$ cat src/rtl/dfhg_pkg.sv
package dfhg_pkg;

  // Largest number of frames one datagram may be split into.
  localparam int MAX_FRAGMENTS = 64;

  // Fragment header sizes in bytes.
  localparam logic [6:0] FIRST_HDR_BYTES = 7'd4;
  localparam logic [6:0] NEXT_HDR_BYTES  = 7'd5;

  // Dispatch patterns for the two fragment header types.
  localparam logic [7:0] DISPATCH_FIRST = 8'hC0;
  localparam logic [7:0] DISPATCH_NEXT  = 8'hE0;

  // Frame payload lengths are kept in whole 8-byte units.
  localparam logic [6:0] UNIT_MASK = 7'h78;

  typedef enum logic [1:0] {
    KIND_WHOLE = 2'd0,
    KIND_FIRST = 2'd1,
    KIND_NEXT  = 2'd2,
    KIND_DROP  = 2'd3
  } frame_kind_t;

  typedef enum logic [1:0] {
    ST_IDLE,
    ST_PLAN,
    ST_EMIT
  } state_t;

  // Decision on one datagram, taken before any result is sent.
  typedef struct packed {
    frame_kind_t kind;
    logic [6:0]  whole_len;
    logic [6:0]  first_len;
    logic [6:0]  next_cap;
    logic [10:0] rest;
  } plan_t;

  // Running position of the fragment sequencer.
  typedef struct packed {
    logic [10:0] rest;
    logic [6:0]  next_cap;
    logic [11:0] pos;
    logic [10:0] ofs;
  } frag_pos_t;

  // One subsequent fragment and the position after it.
  typedef struct packed {
    logic [6:0]  len;
    logic        done;
    frag_pos_t   next;
  } frag_step_t;

endpackage

$ cat src/rtl/dfhg_plan.sv
module dfhg_plan (
  input  logic [6:0]      header_length,
  input  logic [10:0]     payload_length,
  input  logic [6:0]      frame_capacity,
  output dfhg_pkg::plan_t plan
);

  logic [11:0] total_len;
  logic [7:0]  first_need;
  logic [6:0]  next_raw;
  logic [6:0]  next_cap;
  logic [6:0]  first_raw;
  logic [6:0]  first_len;
  logic [10:0] rest;
  logic [12:0] rest_limit;
  logic        fits;
  logic        no_room;
  logic        too_many;

  // Room left in the first and the subsequent frames, in whole units.
  always_comb begin
    total_len  = {5'd0, header_length} + {1'b0, payload_length};
    fits       = total_len <= {5'd0, frame_capacity};
    first_need = {1'b0, header_length} + {1'b0, dfhg_pkg::FIRST_HDR_BYTES};
    next_raw   = frame_capacity - dfhg_pkg::NEXT_HDR_BYTES;
    next_cap   = next_raw & dfhg_pkg::UNIT_MASK;
    first_raw  = frame_capacity - dfhg_pkg::FIRST_HDR_BYTES - header_length;
    first_len  = first_raw & dfhg_pkg::UNIT_MASK;
    no_room    = (first_need > {1'b0, frame_capacity}) ||
                 (frame_capacity < dfhg_pkg::NEXT_HDR_BYTES) ||
                 (next_cap == 7'd0);
    rest       = payload_length - {4'd0, first_len};
    // More fragments than allowed exactly when the rest exceeds what the
    // remaining frames can carry.
    rest_limit = {6'd0, next_cap} * 13'(dfhg_pkg::MAX_FRAGMENTS - 1);
    too_many   = {2'd0, rest} > rest_limit;
  end

  // Classification of the datagram.
  always_comb begin
    plan.whole_len = total_len[6:0];
    plan.first_len = first_len;
    plan.next_cap  = next_cap;
    plan.rest      = rest;
    if (fits) begin
      plan.kind = dfhg_pkg::KIND_WHOLE;
    end else if (no_room || too_many) begin
      plan.kind = dfhg_pkg::KIND_DROP;
    end else begin
      plan.kind = dfhg_pkg::KIND_FIRST;
    end
  end

endmodule

$ cat src/rtl/dfhg_step.sv
module dfhg_step (
  input  dfhg_pkg::frag_pos_t  cur,
  output dfhg_pkg::frag_step_t step
);

  logic [6:0] len;

  // Shared unit: take as much of the rest as one frame carries and advance.
  always_comb begin
    if (cur.rest < {4'd0, cur.next_cap}) begin
      len = cur.rest[6:0];
    end else begin
      len = cur.next_cap;
    end
    step.len           = len;
    step.next.rest     = cur.rest - {4'd0, len};
    step.next.next_cap = cur.next_cap;
    step.next.pos      = cur.pos + {5'd0, len};
    step.next.ofs      = cur.ofs + {4'd0, len};
    step.done          = step.next.rest == 11'd0;
  end

endmodule

$ cat src/rtl/datagram_fragment_header_generator_core.sv
// Fragment header generator: each input beat describes one compressed
// datagram and yields either one unfragmented or drop descriptor, or a first
// fragment descriptor followed by subsequent fragment descriptors with the
// offset in 8-byte units; the tag counter advances once per fragmented
// datagram and wraps. The block takes one datagram at a time: after the input
// beat is captured, ST_PLAN loads the first (or only) descriptor and then
// ST_EMIT loads one subsequent fragment descriptor at a time, each load
// waiting while out_stall holds a result. The per-fragment step is one shared
// subtract-and-advance unit driven by the sequencer. A new input beat is
// taken only once the last descriptor of the previous datagram has been
// loaded into the output register.
module datagram_fragment_header_generator_core (
  input  logic        clk,
  input  logic        rst_n,
  input  logic        in_valid,
  output logic        in_stall,
  input  logic [10:0] in_datagram_size,
  input  logic [10:0] in_start_offset,
  input  logic [6:0]  in_header_length,
  input  logic [10:0] in_payload_length,
  input  logic [6:0]  in_frame_capacity,
  output logic        out_valid,
  input  logic        out_stall,
  output logic [1:0]  out_frame_kind,
  output logic [7:0]  out_dispatch_byte,
  output logic [7:0]  out_size_low_byte,
  output logic [15:0] out_datagram_tag,
  output logic [7:0]  out_offset_units,
  output logic [11:0] out_data_start,
  output logic [6:0]  out_data_length,
  output logic        out_last
);

  dfhg_pkg::state_t     state_r, state_nxt;
  dfhg_pkg::plan_t      plan;
  dfhg_pkg::frag_pos_t  pos_r, pos_nxt;
  dfhg_pkg::frag_step_t step;

  logic [10:0] size_r;
  logic [10:0] start_r;
  logic [6:0]  hlen_r;
  logic [10:0] plen_r;
  logic [6:0]  cap_r;
  logic [15:0] tag_r, tag_nxt;
  logic        out_valid_r, out_valid_nxt;
  logic        slot_free;
  logic        load_out;
  logic        take_in;

  logic [1:0]  kind_r, kind_nxt;
  logic [7:0]  disp_r, disp_nxt;
  logic [7:0]  szlo_r, szlo_nxt;
  logic [15:0] otag_r, otag_nxt;
  logic [7:0]  ofsu_r, ofsu_nxt;
  logic [11:0] dstart_r, dstart_nxt;
  logic [6:0]  dlen_r, dlen_nxt;
  logic        last_r, last_nxt;

  dfhg_plan u_plan (
    .header_length  (hlen_r),
    .payload_length (plen_r),
    .frame_capacity (cap_r),
    .plan           (plan)
  );

  dfhg_step u_step (
    .cur  (pos_r),
    .step (step)
  );

  assign slot_free = !out_valid_r || !out_stall;
  assign in_stall  = state_r != dfhg_pkg::ST_IDLE;
  assign take_in   = in_valid && !in_stall;

  // Sequencer: next state, output register load and running position.
  always_comb begin
    state_nxt  = state_r;
    pos_nxt    = pos_r;
    tag_nxt    = tag_r;
    load_out   = 1'b0;
    kind_nxt   = kind_r;
    disp_nxt   = disp_r;
    szlo_nxt   = szlo_r;
    otag_nxt   = otag_r;
    ofsu_nxt   = ofsu_r;
    dstart_nxt = dstart_r;
    dlen_nxt   = dlen_r;
    last_nxt   = last_r;
    unique case (state_r)
      dfhg_pkg::ST_IDLE: begin
        if (take_in) begin
          state_nxt = dfhg_pkg::ST_PLAN;
        end
      end
      dfhg_pkg::ST_PLAN: begin
        if (slot_free) begin
          load_out   = 1'b1;
          kind_nxt   = plan.kind;
          disp_nxt   = 8'd0;
          szlo_nxt   = 8'd0;
          otag_nxt   = 16'd0;
          ofsu_nxt   = 8'd0;
          dstart_nxt = 12'd0;
          dlen_nxt   = 7'd0;
          last_nxt   = 1'b1;
          case (plan.kind)
            dfhg_pkg::KIND_WHOLE: begin
              dlen_nxt  = plan.whole_len;
              state_nxt = dfhg_pkg::ST_IDLE;
            end
            dfhg_pkg::KIND_FIRST: begin
              disp_nxt          = dfhg_pkg::DISPATCH_FIRST | {5'd0, size_r[10:8]};
              szlo_nxt          = size_r[7:0];
              otag_nxt          = tag_r;
              dlen_nxt          = hlen_r + plan.first_len;
              last_nxt          = 1'b0;
              tag_nxt           = tag_r + 16'd1;
              pos_nxt.rest      = plan.rest;
              pos_nxt.next_cap  = plan.next_cap;
              pos_nxt.pos       = {5'd0, hlen_r} + {5'd0, plan.first_len};
              pos_nxt.ofs       = start_r + {4'd0, plan.first_len};
              state_nxt         = dfhg_pkg::ST_EMIT;
            end
            default: begin
              state_nxt = dfhg_pkg::ST_IDLE;
            end
          endcase
        end
      end
      dfhg_pkg::ST_EMIT: begin
        if (slot_free) begin
          load_out   = 1'b1;
          kind_nxt   = dfhg_pkg::KIND_NEXT;
          disp_nxt   = dfhg_pkg::DISPATCH_NEXT | {5'd0, size_r[10:8]};
          ofsu_nxt   = pos_r.ofs[10:3];
          dstart_nxt = pos_r.pos;
          dlen_nxt   = step.len;
          last_nxt   = step.done;
          pos_nxt    = step.next;
          if (step.done) begin
            state_nxt = dfhg_pkg::ST_IDLE;
          end
        end
      end
      default: begin
        state_nxt = dfhg_pkg::ST_IDLE;
      end
    endcase
    out_valid_nxt = load_out || (out_valid_r && out_stall);
  end

  // Control registers.
  always_ff @(posedge clk) begin
    if (!rst_n) begin
      state_r     <= dfhg_pkg::ST_IDLE;
      out_valid_r <= 1'b0;
      tag_r       <= 16'd0;
    end else begin
      state_r     <= state_nxt;
      out_valid_r <= out_valid_nxt;
      tag_r       <= tag_nxt;
    end
  end

  // Captured input beat and running fragment position.
  always_ff @(posedge clk) begin
    if (take_in) begin
      size_r  <= in_datagram_size;
      start_r <= in_start_offset;
      hlen_r  <= in_header_length;
      plen_r  <= in_payload_length;
      cap_r   <= in_frame_capacity;
    end
    pos_r <= pos_nxt;
  end

  // Output register.
  always_ff @(posedge clk) begin
    kind_r   <= kind_nxt;
    disp_r   <= disp_nxt;
    szlo_r   <= szlo_nxt;
    otag_r   <= otag_nxt;
    ofsu_r   <= ofsu_nxt;
    dstart_r <= dstart_nxt;
    dlen_r   <= dlen_nxt;
    last_r   <= last_nxt;
  end

  assign out_valid         = out_valid_r;
  assign out_frame_kind    = kind_r;
  assign out_dispatch_byte = disp_r;
  assign out_size_low_byte = szlo_r;
  assign out_datagram_tag  = otag_r;
  assign out_offset_units  = ofsu_r;
  assign out_data_start    = dstart_r;
  assign out_data_length   = dlen_r;
  assign out_last          = last_r;

endmodule

$ cat config.mk
export PLATFORM = sky130hd
export DESIGN_NAME = datagram_fragment_header_generator_core
export DESIGN_NICKNAME = d
export VERILOG_FILES = /design/src/rtl/dfhg_pkg.sv /design/src/rtl/dfhg_plan.sv /design/src/rtl/dfhg_step.sv /design/src/rtl/datagram_fragment_header_generator_core.sv
export SDC_FILE = /design/constraint.sdc
export NUM_CORES = 1
export LEC_CHECK = 0
export ABC_CLOCK_PERIOD_IN_PS = 9460
export BUFFER_PORTS_ARGS = -buffer_cell sky130_fd_sc_hd__buf_2
export CORE_ASPECT_RATIO = 0.5
export CORE_MARGIN = 4
export CORE_UTILIZATION = 40
export CTS_CLUSTER_SIZE = 10
export DETAILED_ROUTE_END_ITERATION = 10
export PLACE_DENSITY = 0.67
export SLEW_MARGIN = 0
export SYNTH_ARGS = -nofsm -noshare
export SYNTH_HDL_FRONTEND = slang
export SYNTH_SLANG_ARGS = --single-unit
$ cat constraint.sdc
create_clock -name clk -period 9.46 [get_ports clk]
set_input_delay 0.473 -clock clk [delete_from_list [all_inputs] [get_ports clk]]
set_output_delay 0.473 -clock clk [all_outputs]
set_load 0.01 [all_outputs]
After elaboration in Yosys (flattened, before gate mapping)
Cells that the tools add are included.

Add/subtract/negate cells: 13. Multiply operators: 1. Order comparisons: 5. Equality and inequality tests: 8. Mux-type cells: 36. Bitwise operators: 1. Reduce and logical (&&, ||, !) cells: 23.

Operator list (number): $mux W41 (3); $pmux W41 S2 (1); $mux W8 (5); $pmux W8 S2 (2); $pmux W7 S2 (2); $mux W12 (2); $pmux W12 S2 (1); $add A11 B7 Y11 (2); $sub A11 B7 Y11 (2); $mux W7 (3); $mux W2 (9); $add A16 B1 Y16 const B (1); $sub A7 B3 Y7 const B (2); $gt A11 B13 Y1 (1); $add A12 B7 Y12 (1); $add A7 B11 Y12 (1); $le A12 B7 Y1 (1); $reduce_and A4 Y1 (3); $logic_not A11 Y1 (1); $lt A11 B7 Y1 (1); $mul A4 B6 Y10 const B (1); $ne A2 B2 Y1 const B (5); $add A7 B3 Y8 const B (1); $add A7 B7 Y8 (1); other kinds (20) (35).

Flip-flop bits (word level): 169. Input port bits: 51. Word-level logic and storage cells: 107.

Logic depth before layout (Yosys ltp)
Gate-level depths: netlist of the first run.

Word-level depth: 11. Depth in mapped cells: 25. Depth with buffers taken out: 24.

Cells and area by module
A second synthesis of the first run with hierarchy kept.

Cell total of the unflattened synthesis: 945. Area, all modules: 10636.5 um^2.

Modules (own cells, without submodules): datagram_fragment_header_generator_core (instances 1, cells each 486, area an instance 6999.2 um^2); dfhg_plan (instances 1, cells each 279, area an instance 2212.1 um^2); dfhg_step (instances 1, cells each 180, area an instance 1425.1 um^2).

Worst setup path after synthesis of the first run
Ideal clock, no wire load.

Path kind: register to register. From: register cap_r[1]. To: register pos_r[0] in the netlist's numbering (enable). Data arrival time: 6.183 ns. Data required time: 9.035 ns. Path slack: 2.852 ns. Cell stages (with the launch flop): 24. Buffers on the path: 1. Clock period less this slack: 6.608 ns. Cells stage by stage: edfxtp_1 > o21ai_2 > nand2_1 > nor2_1 > xnor2_1 > ha_1 > inv_1 > ha_1 > a21o_1 > inv_1 > fa_1 > ha_1 > o21ai_0 > o21bai_1 > a21oi_1 > xnor2_1 > ha_1 > nand3_1 > o311ai_0 > a211o_1 > o211a_1 > clkbuf_1 > mux2i_1 > nor2_1.

Word-level cells in the longest chain between the ends: 10. Elaborated cells on any way between the ends: 18.

Ends and longest elaborated chain: from (decl) (RTL line datagram_fragment_header_generator_core.sv:43) `logic [6:0] cap_r;`; from (signal assigned) (RTL line datagram_fragment_header_generator_core.sv:172) `cap_r <= in_frame_capacity;`; $sub A7 B3 Y7 (RTL line dfhg_plan.sv:27) `first_raw = frame_capacity - dfhg_pkg::FIRST_HDR_BYTES - header_length;`; $sub A7 B7 Y7 (RTL line dfhg_plan.sv:27); $sub A11 B7 Y11 (RTL line dfhg_plan.sv:32) `rest = payload_length - {4'd0, first_len};`; $gt A11 B13 Y1 (RTL line dfhg_plan.sv:36) `too_many = {2'd0, rest} > rest_limit;`; $logic_or A1 B1 Y1 (RTL line dfhg_plan.sv:47) `end else if (no_room || too_many) begin`; $mux W2 (RTL line dfhg_plan.sv:47); $mux W2 (*) (RTL line dfhg_plan.sv:45) `if (fits) begin`; $eq A2 B1 Y1 (*) (RTL line datagram_fragment_header_generator_core.sv:106) `case (plan.kind)`; $ne A2 B2 Y1 (no source line) (*); $reduce_and A4 Y1 (no source line) (*); to (signal assigned) (RTL line datagram_fragment_header_generator_core.sv:174) `pos_r <= pos_nxt;`; to (decl) (RTL line datagram_fragment_header_generator_core.sv:36) `dfhg_pkg::frag_pos_t pos_r, pos_nxt;`.

Every way passes the cells marked *; elsewhere a longest branch is shown, timed or not. A chain may end at the register's enable or synchronous reset.

Final worst setup path of the first run
From: register cap_r[0]. To: register pos_r[2] in the netlist's numbering (enable).

Same word-level chain as after synthesis.

==> summary.txt, run 1 <==
Critical path
  – Worst Path Arrival: 6.73 ns
  – Reg2reg end: pos_r[2]$_DFFE_PP_
  – Register-to-Register Setup Slack: 2.82 ns
  – Setup crit end: pos_r[2]$_DFFE_PP_
  – Worst reg2reg path depth: 23
  – CP max FO: 34
  – Setup CP Type: reg -> reg
  – Worst EP required: 9.55 ns
  – Worst r2r src: cap_r[0]$_DFFE_PP_
  – CP Capture Type: flop
  – CP startpoint: cap_r[0]$_DFFE_PP_
  – Crit path launch type: flop

Synth
  – Mapped cell area: 9850 um^2
  – YS warnings: 0
  – Top cells by count, synth: edfxtp_1, ha_1, inv_1, nor2_1, nand2_1
  – Cell variety after synth: 79
  – Register area share after synthesis: 47.8%
  – Instance count of the mapped netlist: 910
  – Synth top area share: 43.9%
  – EDFF count, synth: 144
  – Ys async rst share: 0%
  – Most numerous cell in the Yosys netlist: edfxtp_1
  – Top FF cell, synth: edfxtp_1
  – Synth top area cells: edfxtp_1, ha_1, dfxtp_1
  – Syn avg cell area: 10.8 um^2
  – Area leader, netlist: edfxtp_1
  – Post-synthesis register bit count: 163

Die
  – Io pins: 115
  – Row cnt: 40
  – Die Width: 230 um
  – Initial core utilization: 40.8%
  – Core Area: 24100 um^2
  – Die height: 119 um
  – Die area: 27400 um^2

Layout
  – Sequential cell area: 4700 um^2
  – Area Overhead vs Synth: 15.0%
  – Final-layout fill cell count: 2215
  – Ant diodes: 0
  – Fin nets: 1174
  – Share of cells above drive strength 1: 16.9%
  – Final std cells w/o fill: 1369
  – Area occupied by multi-input gates: 4710 um^2

Placed design
  – I/O Buffers: 112
  – Placed Cells: 1337
  – HPWL Detailed: 17800 um
  – GP Congestion: 0.900

Detailed routing
  – Remaining DRCs: 0
  – Total Wirelength: 23800 um
  – Via density per instance: 5.18
  – Antenna Nets Post-Route: 0
  – First-pass DRT Iterations: 5
  – DR iter-0 viols: 469
  – Vias post-DR: 7092
  – Routed len/inst: 17.4 um

Clocking
  – Worst-skew pair later-pin latency: 0.45 ns
  – # Post-CTS Setup Buffers: 0
  – Post-CTS sizing: 0
  – # H-tree levels: 4
  – Longest Clk Path Bufs: 2
  – Hold bufs inserted after CTS: 0
  – Clk slew on worst S/H paths: 0.07 ns
  – CTS Sinks: 163
  – Root Driver: clkbuf_16
  – CTS buffer count: 17
  – CTS tree: yes

Power and ir drop
  – VDD IR max: 0.151 mV
  – Lkg Pwr: 4.67 nW
  – Pwr dens: 331 nW/um^2

Timing
  – Skew final: 0.0137 ns
  – RSZ-0062 raised after global routing: no
  – Hold Vio Cnt, Final: 0
  – Final Max Tran Viols: 0
  – Worst-margin pin slew: 1.05 ns
  – FMAX: 0.151 GHz
  – Setup TNS: 0 ns
  – Final Setup Violations: 0
  – Final Cycle Share: 70.2%
  – Post-layout min period: 6.64 ns
  – Slew margin rel.: 29.8%

Run
  – Max-cap violation count: 0

Worst hold path
  – Hold Crit Class: in -> reg

GRT
  – Global route overflow: 0
  – Vias in the first global route: 6985
  – Global-route wire length before repair: 37700 um
  – All-Layer GR Usage: 17.5%
  – Antenna violations before repair: 0
  – Largest net degree at the start of global routing: 67

Run status
  – Outcome: finished, final reports clean
## per-layer routing
metal / vias to the layer above / GRT usage [%] / share of wire, %
met5: - / 0 / 0
met4: 0 / 4.64 / 1.0
met3: 18 / 3.85 / 5.6
met2: 177 / 26.5 / 44
met1: 3399 / 25.4 / 49
li1: 3498 / - / -
## kinds of logic after synthesis
kind of cell	after synthesis	synth area share, %
and+or+nand+nor	271	13.9
other	2	0.0762
adders and majority gates	103	13.8
DFF	163	47.8
muxes	15	1.60
AOI/OAI and AO/OA	194	13.7
xor gates and xnor gates	50	4.52
buffers and inverters	112	4.56
## worst min path at each step
| stage | from | to | slack [ns] | cells past startpoint |
|---|---|---|---|---|
| floorplan | state_r[1]$_SDFFE_PN0P_ | state_r[1]$_SDFFE_PN0P_ | 0.45 | 2 |
| global placement | tag_r[11]$_SDFFE_PN0P_ | tag_r[11]$_SDFFE_PN0P_ | 0.46 | 2 |
| detailed placement | tag_r[9]$_SDFFE_PN0P_ | tag_r[9]$_SDFFE_PN0P_ | 0.47 | 2 |
| CTS | in_datagram_size[4] | size_r[4]$_DFFE_PP_ | 0.17 | 1 |
| global route | in_datagram_size[4] | size_r[4]$_DFFE_PP_ | 0.17 | 1 |
| finish | in_datagram_size[4] | size_r[4]$_DFFE_PP_ | 0.20 | 1 |
## stage by stage
stage / cell area, um^2 / worst slack (ns) / power, mW / util, % / hold slack (ns)
after CTS: 11300 / 2.78 / 3.77 / 46.9 / 0.174
after detailed placement: 10700 / 2.79 / 3.07 / 44.6 / 0.471
after floorplan: 9850 / 2.85 / 2.53 / - / 0.451
final: 11300 / 2.82 / 3.75 / 46.9 / 0.197
after global placement: 10700 / 3.12 / 3.00 / 44.6 / 0.464
after global routing: 11300 / 2.12 / 4.06 / 46.9 / 0.174
## worst max-delay path: stages, from the launching register on
cell      delay, ns
edfxtp_1       0.48
o21ai_2        0.34
nand2_1        0.13
nor2_1         0.18
xnor2_1        0.23
ha_1           0.31
inv_1          0.09
ha_1           0.21
a21o_1         0.18
inv_1          0.08
fa_1           0.50
ha_1           0.38
o21ai_0        0.17
o21bai_1       0.08
a21oi_1        0.33
xnor2_1        0.12
ha_1           0.29
nand3_1        0.06
o311ai_0       0.35
a211o_1        0.29
o211a_1        0.74
mux2i_1        0.20
nor2_2         0.11
buf_4          0.41
## sequential cells by signal (all words and copies together), names as in the netlist
register	count
out_frame_kind	2
plen_r	11
out_dispatch_byte	5
out_size_low_byte	8
start_r	11
state_r	2
size_r	11
out_data_length	7
hlen_r	7
out_offset_units	8
cap_r	7
out_data_start	12
pos_r	38
tag_r	16
out_datagram_tag	16
out_valid	1
out_last	1
## where the power goes
part	total, mW	internal [mW]	switching [mW]
sequential	1.16	1.06	0.0994
clock	0.688	0.371	0.317
combinational	1.90	0.732	1.17
total	3.75	2.16	1.59
## layout make-up
type | instances | area share, %
Clock buffer | 18 | 3.79
Inverter | 85 | 2.82
Clock inverter | 14 | 1.28
Sequential cell | 163 | 41.6
Timing Repair Buffer | 117 | 5.28
Multi-Input combinational cell | 636 | 41.6
Tap cell | 336 | 3.71
## cell usage in the layout (no fill, tap or decap), types with 10 or more instances in the layout
| master | n |
|---|---|
| buf_2 | 112 |
| or3_1 | 11 |
| dfxtp_1 | 19 |
| fa_1 | 10 |
| nand3_1 | 20 |
| xnor2_1 | 27 |
| clkbuf_16 | 17 |
| o21a_1 | 10 |
| nor3_1 | 13 |
| nor2_1 | 63 |
| a21o_1 | 16 |
| nor2b_1 | 14 |
| inv_1 | 84 |
| o21ai_0 | 44 |
| nand2b_1 | 13 |
| nand2_1 | 63 |
| and2_1 | 42 |
| a21oi_1 | 49 |
| edfxtp_1 | 144 |
| xor2_1 | 22 |
| nand4_1 | 11 |
| ha_1 | 92 |
Power figures use the tool's default switching activity.
==> run 2, diff against run 1 <==
--- a/config.mk
+++ b/config.mk
@@ -5,7 +5,8 @@
 export SDC_FILE = /design/constraint.sdc
 export NUM_CORES = 1
 export LEC_CHECK = 0
-export ABC_CLOCK_PERIOD_IN_PS = 9460
+export ABC_AREA = 1
+export ABC_CLOCK_PERIOD_IN_PS = 6620
 export BUFFER_PORTS_ARGS = -buffer_cell sky130_fd_sc_hd__buf_2
 export CORE_ASPECT_RATIO = 0.5
 export CORE_MARGIN = 4
==> constraint.sdc (replaced) <==
create_clock -name clk -period 6.62 [get_ports clk]
set_input_delay 0.331 -clock clk [delete_from_list [all_inputs] [get_ports clk]]
set_output_delay 0.331 -clock clk [all_outputs]
set_load 0.01 [all_outputs]
==> run 2 against run 1 <==
  * Cell count increased by 13%
  * Critical path depth increased by 5
  * Global-route usage decreased by 0.44 points
  * Die area increased by 0.53%
  * Final area increased by 1.3%
  * Sequential share of layout area decreased by 0.52 points
  * Non-clock buffer count unchanged
  * Flip-flop and latch count unchanged
  * Fmax increased by 19%
  * Combinational power increased by 99%
  * Sequential power increased by 64%
  * First-iteration DRC count increased by 21%
  * Critical endpoint is now pos_r[38]$_DFFE_PP_
==> summary.txt, run 2 <==
Detailed routing
  – First-pass DRT Iterations: 5 (unchanged)
  – Vias post-DR: 7566 (+6.7%)
  – Via density per instance: 4.88 (-5.7%)
  – Remaining DRCs: 0 (unchanged)
  – DR iter-0 viols: 567 (+21%)
  – Antenna Nets Post-Route: 0 (unchanged)
  – Total Wirelength: 23000 um (-3.2%)
  – Routed len/inst: 14.9 um (-14%)

Layout
  – Commonest non-fill, non-tap cell in the layout: nand2_1
  – Max FFs per register: 38 (unchanged)
  – Fin nets: 1354 (+15%)
  – Final std cells w/o fill: 1549 (+13%)
  – Sequential cell area: 4700 um^2 (unchanged)
  – Ant diodes: 0 (unchanged)
  – Most frequent cells in the layout: nand2_1, inv_1, edfxtp_1
  – Final-layout fill cell count: 2253 (+1.7%)
  – Area Overhead vs Synth: 15.8%
  – Largest Register: pos_r
  – Share of cells above drive strength 1: 15.3% (-1.7 points)
  – Area occupied by multi-input gates: 4400 um^2 (-6.4%)

Placed design
  – Placed Cells: 1517 (+13%)
  – I/O Buffers: 112 (unchanged)
  – GP Congestion: 0.880 (-2.3%)
  – HPWL Detailed: 17400 um (-2.5%)

GRT
  – Largest net degree at the start of global routing: 67 (unchanged)
  – All-Layer GR Usage: 17.0% (-0.44 points)
  – Global route overflow: 0 (unchanged)
  – Antenna violations before repair: 1 (+1)
  – Global-route wire length before repair: 37400 um (-0.70%)
  – Vias in the first global route: 7457 (+6.8%)

Critical path
  – Worst EP required: 6.70 ns (-2.85 ns)
  – Worst stage delay on the critical path: 0.48 ns (-0.26 ns)
  – Worst Path Arrival: 5.67 ns (-1.06 ns)
  – Setup CP Type: reg -> reg
  – Worst Path Buf+Inv: 4 (+1)
  – Slowest CP cell: fa_1
  – Crit path launch type: flop
  – CP Capture Type: flop
  – CP max FO: 34 (unchanged)
  – CP delay by family, top: adder cells

Die
  – Die Width: 231 um (+0.27%)
  – Row cnt: 40 (unchanged)
  – Die area: 27500 um^2 (+0.53%)
  – Io pins: 115 (unchanged)
  – Core Area: 24200 um^2 (+0.21%)
  – Die height: 119 um (+0.26%)
  – Initial core utilization: 41.0% (+0.14 points)

Timing
  – Final Setup Violations: 0 (unchanged)
  – RSZ-0062 raised after global routing: no
  – FMAX: 0.179 GHz (+19%)
  – Setup TNS: 0 ns (unchanged)
  – Post-layout min period: 5.59 ns (-1.05 ns)
  – Slew margin rel.: 29.5% (-0.30 points)
  – Hold Vio Cnt, Final: 0 (unchanged)
  – Final Max Tran Viols: 0 (unchanged)
  – Worst-margin pin slew: 1.06 ns (+0.00309 ns)
  – Final Cycle Share: 84.4% (+14 points)
  – Skew final: 0.00893 ns (-0.00475 ns)

Clocking
  – Longest Clk Path Bufs: 2 (unchanged)
  – # H-tree levels: 4 (unchanged)
  – CTS Sinks: 163 (unchanged)
  – Hold bufs inserted after CTS: 0 (unchanged)
  – CTS buffer count: 17 (unchanged)
  – Root Driver: clkbuf_16
  – # Post-CTS Setup Buffers: 0 (unchanged)
  – Worst-skew pair later-pin latency: 0.44 ns (about the same)
  – Post-CTS sizing: 0 (unchanged)
  – Clk slew on worst S/H paths: 0.07 ns (about the same)
  – CTS tree: yes

Synth
  – Synth top area cells: edfxtp_1, ha_1, nand2_1
  – Register area share after synthesis: 47.5% (-0.27 points)
  – YS warnings: 0 (unchanged)
  – Top cells by count, synth: nand2_1, inv_1, edfxtp_1, ha_1, nor2_1
  – Mapped cell area: 9900 um^2 (+0.56%)
  – Post-synthesis register bit count: 163 (unchanged)
  – Instance count of the mapped netlist: 1084 (+19%)
  – Top FF cell, synth: edfxtp_1
  – Syn avg cell area: 9.14 um^2 (-16%)
  – Ys async rst share: 0% (unchanged)
  – EDFF count, synth: 144 (unchanged)
  – Cell variety after synth: 49 (-38%)
  – Most numerous cell in the Yosys netlist: nand2_1
  – Synth top area share: 43.7% (-0.24 points)
  – Area leader, netlist: edfxtp_1

Run
  – Max-cap violation count: 0 (unchanged)

Power and ir drop
  – VDD IR max: 0.252 mV (+67%)
  – Pwr dens: 587 nW/um^2 (+77%)
  – Lkg Pwr: 5.31 nW (+14%)

Worst hold path
  – Hold Crit Class: in -> reg

Run status
  – Outcome: finished, final reports clean
==> run 2: cell count changes after synthesis, sizes merged, moves of 10 or more <==
cell	before	now
a21oi	49	59
nor2b	14	0
xnor2	27	6
and2	43	1
a21o	16	6
xor2	23	39
or3	11	0
nand2b	13	0
nand3	20	42
inv	85	190
nor2	64	95
nand2	63	235
==> run 2: power breakdown <==
group	switching [mW]	internal, mW
clock	0.443	0.605
combinational	2.43	1.35
sequential	0.196	1.71
total	3.07	3.66
==> run 2: logic make-up (layout without fill, tap and decap cells) <==
| kind of cell | count (synthesis) | count (layout) | share of synthesized area [%] |
|---|---|---|---|
| other cells | 2 | 3 | 0.0758 |
| compound gates | 151 | 151 | 8.79 |
| xor+xnor | 45 | 45 | 3.98 |
| flops | 163 | 163 | 47.5 |
| fa+ha+maj | 103 | 103 | 13.8 |
| buf+inv | 212 | 340 | 8.35 |
| simple gates | 408 | 408 | 17.5 |
==> run 2: worst paths after layout <==
| check | end | start | cells past startpoint | slack (ns) |
|---|---|---|---|---|
| max | pos_r[38]$_DFFE_PP_ | cap_r[0]$_DFFE_PP_ | 28 | 1.03 |
| min | start_r[2]$_DFFE_PP_ | in_start_offset[2] | 1 | 0.06 |
| max reg2reg | pos_r[38]$_DFFE_PP_ | cap_r[0]$_DFFE_PP_ | 28 | 1.03 |
| min reg2reg | tag_r[13]$_SDFFE_PN0P_ | tag_r[13]$_SDFFE_PN0P_ | 2 | 0.47 |
==> run 2: worst reg2reg max path: cells and delay by family (launching register included) <==
family                   cells  cell delay, ns
flip-flops                   1            0.47
AO/OA/AOI/OAI                5            0.74
buffers and inverters        4            0.66
XOR/XNOR                     1            0.10
adder cells (fa/ha/maj)      5            1.84
AND/OR/NAND/NOR             13            1.37
==> run 2: layout make-up <==
| cell class | instances | area share [%] |
|---|---|---|
| sequential | 163 | 41.0 |
| multi-input combinational | 710 | 38.4 |
| inverter | 191 | 6.28 |
| timing repair buffer | 117 | 5.22 |
| clock buffer | 17 | 3.71 |
| tap | 336 | 3.67 |
| clock inverter | 15 | 1.69 |
==> run 2: per-stage QoR <==
stage | hold slack (ns) | setup WS, ns | cell area [um^2] | util (%) | power (mW)
finish | 0.0610 | 1.03 | 11500 | 47.4 | 6.73
global route | 0.0332 | 0.661 | 11500 | 47.4 | 7.39
CTS | 0.0344 | 1.05 | 11500 | 47.4 | 6.75
detailed placement | 0.460 | 1.08 | 10800 | 44.9 | 5.67
global placement | 0.455 | 1.29 | 10800 | 44.9 | 5.55
floorplan | 0.430 | 1.06 | 9910 | - | 4.62
==> run 2: layer usage <==
| layer | share of wire [%] | vias to the layer above | routed length, um | GRT usage [%] |
|---|---|---|---|---|
| met1 | 48 | 3508 | 11000 | 23.5 |
| met3 | 6.0 | 22 | 1390 | 4.11 |
| met2 | 45 | 217 | 10300 | 26.9 |
| met5 | 0.048 | - | 11 | 0 |
| li1 | - | 3817 | - | - |
| met4 | 1.3 | 2 | 289 | 4.79 |
